`src/rtl/core/pfbc_pkg.sv`:
```
// Shared types, codes and a helper function of the per-flow byte counter.
`default_nettype none

package pfbc_pkg;

   typedef struct packed {
      logic [40:0] ppv;
      logic [63:0] addrs;
   } flow_key_type;

   localparam int KEY_W     = $bits(flow_key_type);
   localparam int VALID_BIT = 40;

   localparam logic [1:0] ST_EXISTING = 2'd0;
   localparam logic [1:0] ST_NEW      = 2'd1;
   localparam logic [1:0] ST_IGNORED  = 2'd2;
   localparam logic [1:0] ST_FULL     = 2'd3;

   localparam logic [7:0] PROTO_TCP = 8'd6;
   localparam logic [7:0] PROTO_UDP = 8'd17;

   localparam logic [6:0] RESET_REPORTED_BITS = 7'd29;
   localparam logic [6:0] MAX_REPORTED_BITS   = 7'd64;

   localparam logic [0:0] REG_REPORTED_BITS = 1'b0;

   function automatic logic [6:0] width_of(input logic [63:0] value);
      logic [6:0] w;
      w = 7'd1;
      for (int i = 1; i < 64; i++) begin
         if (value[i]) begin
            w = 7'(i + 1);
         end
      end
      return w;
   endfunction

endpackage

`default_nettype wire

```
`src/rtl/core/pfbc_home_slot.sv`:
```
// Three-stage pipeline that folds a flow key and reduces it to its home slot.
`default_nettype none

module pfbc_home_slot
   import pfbc_pkg::*;
#(
   parameter int TABLE_ENTRIES = 4096
) (
   input  wire logic                             clock,
   input  wire logic                             reset,
   input  wire logic                             start,
   input  wire flow_key_type                     key,
   output logic                                  slot_valid,
   output logic [$clog2(TABLE_ENTRIES)-1:0]      slot
);

   localparam int IDX_W = $clog2(TABLE_ENTRIES);
   localparam logic [32:0] RECIP =
      33'(((64'd1 << 32) + 64'(TABLE_ENTRIES) - 64'd1) / 64'(TABLE_ENTRIES));

   logic [2:0]       valid_ff;
   logic [2:0]       valid_in;
   logic [63:0]      mixed;
   logic [15:0]      fold_in;
   logic [15:0]      fold_ff;
   logic [15:0]      fold2_ff;
   logic [48:0]      product;
   logic [15:0]      quot_in;
   logic [15:0]      quot_ff;
   logic [31:0]      remainder;
   logic [IDX_W-1:0] slot_in;
   logic [IDX_W-1:0] slot_ff;

   always_comb begin
      mixed     = key.addrs ^ 64'(key.ppv);
      fold_in   = mixed[15:0] ^ mixed[31:16] ^ mixed[47:32] ^ mixed[63:48];
      product   = 49'(fold_ff) * 49'(RECIP);
      quot_in   = product[47:32];
      remainder = 32'(fold2_ff) - 32'(quot_ff) * 32'(TABLE_ENTRIES);
      slot_in   = remainder[IDX_W-1:0];
      valid_in  = {valid_ff[1:0], start};
   end

   always_ff @(posedge clock) begin
      if (reset) begin
         valid_ff <= '0;
      end else begin
         valid_ff <= valid_in;
      end
   end

   always_ff @(posedge clock) begin
      fold_ff  <= fold_in;
      fold2_ff <= fold_ff;
      quot_ff  <= quot_in;
      slot_ff  <= slot_in;
   end

   assign slot_valid = valid_ff[2];
   assign slot       = slot_ff;

endmodule

`default_nettype wire

```
`config.mk`:
```
export PLATFORM = sky130hd
export DESIGN_NAME = pfbc_home_slot
export DESIGN_NICKNAME = d
export VERILOG_FILES = /design/src/rtl/core/pfbc_pkg.sv /design/src/rtl/core/pfbc_home_slot.sv
export SDC_FILE = /design/constraint.sdc
export NUM_CORES = 1
export LEC_CHECK = 0
export BUFFER_PORTS_ARGS = -buffer_cell sky130_fd_sc_hd__buf_2
export CAP_MARGIN = 15
export CORE_AREA = 2 2 64 66
export DETAILED_ROUTE_END_ITERATION = 12
export DIE_AREA = 0 0 66 68
export PLACE_DENSITY = 0.82
export SYNTH_ARGS = -nofsm -noshare
export SYNTH_HDL_FRONTEND = slang
export SYNTH_SLANG_ARGS = --single-unit
```
`constraint.sdc`:
```
create_clock -name clock -period 1.3 [get_ports clock]
set_input_delay 0.26 -clock clock [delete_from_list [all_inputs] [get_ports clock]]
set_output_delay 0.26 -clock clock [all_outputs]
set_load 0.05 [all_outputs]
```
==> metrics.yaml <==
run_status:
  status: "finished, final reports clean"
synth:
  synth_flop_cell: "dfxtp_1"
  synthMostInstantiatedCell: "dfxtp_1"
  synth_cells: 90
  synth_cell_type_count: 4
  avgSynthCellArea_sq_um: 16.8
  synth_commonest_cells: "dfxtp_1, xnor2_1, xnor3_1"
  netlist_area_sq_mm: 0.00151
  synth.ff_latch_count: 39
  synthesis.nets: 198
  yosys.area.top_type: "dfxtp_1"
  synth_enable_flop_cells: 0
  synth_area_leaders: "dfxtp_1, xnor3_1, xnor2_1"
  seq_area_frac_synth_pct: 51.7
  synthArstFlopShare_pct: 0
  ys_warn_count: 0
  synth_top_area_share_pct: 51.7
clock_tree:
  htree_levels: 2
  numClockSinks: 39
  cts_resized: 0
  post_cts_buffers: 0
  cts_root_buf: "clkbuf_8"
  cts_hold_buf: 0
  path_clk_slew_ns: 0.07
  cts_tree: "yes"
  clock_latency_ns: 0.28
  cts_buffer_depth: 2
  cts-buffers-inserted: 5
worst_hold_path:
  hp-class: "in2reg"
grt:
  grt_use_total_pct: 11.0
  grt-ovfl-total: 0
  antenna_found_initial: 0
  grt_pass1_wl_microns: 3420
  grt_pass1_vias: 931
  grt_max_degree: 12
setup_path:
  arrival_ns: 0.86
  path_buf_inv: 1
  cp_cell_sequence: "buf_2"
  critPathMaxFanout: 1
  cp_slowest_cell: "dfxtp_1"
  startpoint_type: "flop"
  crit_type: "reg2out"
  required_ns: 1.04
  max_stage_delay_ns: 0.32
  crit_path_end_kind: "output port"
  cpLargestDelayFamily: "flip-flops"
detailed_routing:
  drt-pass1-iter-count: 4
  wl_per_cell_microns: 9.49
  ant_nets: 0
  drt_wl_total_microns: 2320
  drtIter0Drc: 13
  post_drt_via_cell_ratio: 4.14
  vias: 1009
  route.detailed.drc: 0
die:
  core_area_sq_mm: 0.00386
  io-pin-count: 121
  dieHeight_microns: 68
  start_util_pct: 39.1
  dieArea_sq_mm: 0.00449
  rows: 23
  die_w_microns: 66
job:
  maxCapViolCount: 0
final_layout:
  drive_above_1_share_pct: 53.1
  num-fill-cells: 353
  area_delta_synth_final_pct: 42.6
  finalNetCount: 301
  antennaDiodeCount: 0
  final_cell_area_sq_mm: 0.00215
sta:
  fmax_ghz: 0.893
  rsz0062_at_grt: "no"
  layout_min_cycle_time_ns: 1.12
  maxSlewViolCount: 0
  max-slew-margin-rel_pct: 82.8
  setup_ws_ns: 0.181
  skew_ns: 0.00445
  tns_ns: 0
  setup_viol: 0
  finalCritPeriodShare_pct: 86.1
  hold_viol_final: 0
  worstMarginPinSlew_ns: 0.260
place:
  hpwlAfterDp_microns: 1990
  portBuffers: 96
  placed_area_sq_mm: 0.00205
  gp_congestion: 0.626
  pre_cts_ws_ns: 0.221
power:
  vdd_drop_max_mv: 0.918
  p_per_area_mw_per_mm2: 1700
  report.power.total_mw: 3.67
  leakagePower_nw: 1.15
-- cell families after synthesis --
group / Yosys count / share of synthesized area (%)
xor gates and xnor gates: 48 / 47.0
DFF: 39 / 51.7
and+or+nand+nor: 3 / 1.24
-- flip-flops by register name, indices dropped and copies added (netlist names) --
name	flops
fold2_ff	12
valid_ff	3
slot	12
fold_ff	12
-- cell usage in the layout (no fill, tap or decap), drive strengths merged --
cell type   n
dfxtp      39
buf        96
nor2b       3
clkbuf      8
xnor3      21
xnor2      27
-- path summary, 6_finish.rpt --
check | start | end | slack [ns] | cells past startpoint
setup / recovery | slot[6] | slot[6] | 0.18 | 1
hold / removal | reset | valid_ff[2] | 0.16 | 2
hold reg to reg | fold2_ff[5] | slot[5] | 0.32 | 0
setup reg to reg | valid_ff[0] | valid_ff[1] | 0.79 | 1
-- area by class of cell --
class | count | area [sq um] | area share [%]
multi-input cells | 51 | 728 | 33.8
flip-flops and latches | 39 | 781 | 36.3
well taps | 50 | 62.6 | 2.91
clock buffers | 8 | 100 | 4.65
repair buffers | 96 | 480 | 22.3
-- metal layers --
metal  part of all wire [%]  up-vias  GRT usage [%]
met3                     13        7           5.26
met5                      0        -              0
met4                    3.6        0           9.95
met1                     33      444           8.44
met2                     51       62           19.9
li1                       -      496              -
-- stage by stage --
step	util, %	hold slack [ns]	cells
global placement	53.2	0.310	236
floorplan	-	0.310	90
CTS	55.8	0.150	244
finish	55.8	0.157	244
detailed placement	53.2	0.312	236
global route	55.8	0.152	244
-- power by group --
part / leakage, nW / internal (mW) / total (mW) / switching (mW)
sequential: 0.328 / 1.60 / 1.68 / 0.0801
clock: 0.0515 / 0.483 / 0.856 / 0.373
combinational: 0.770 / 0.475 / 1.13 / 0.656
No activity file was read; power rests on OpenSTA's default activity.
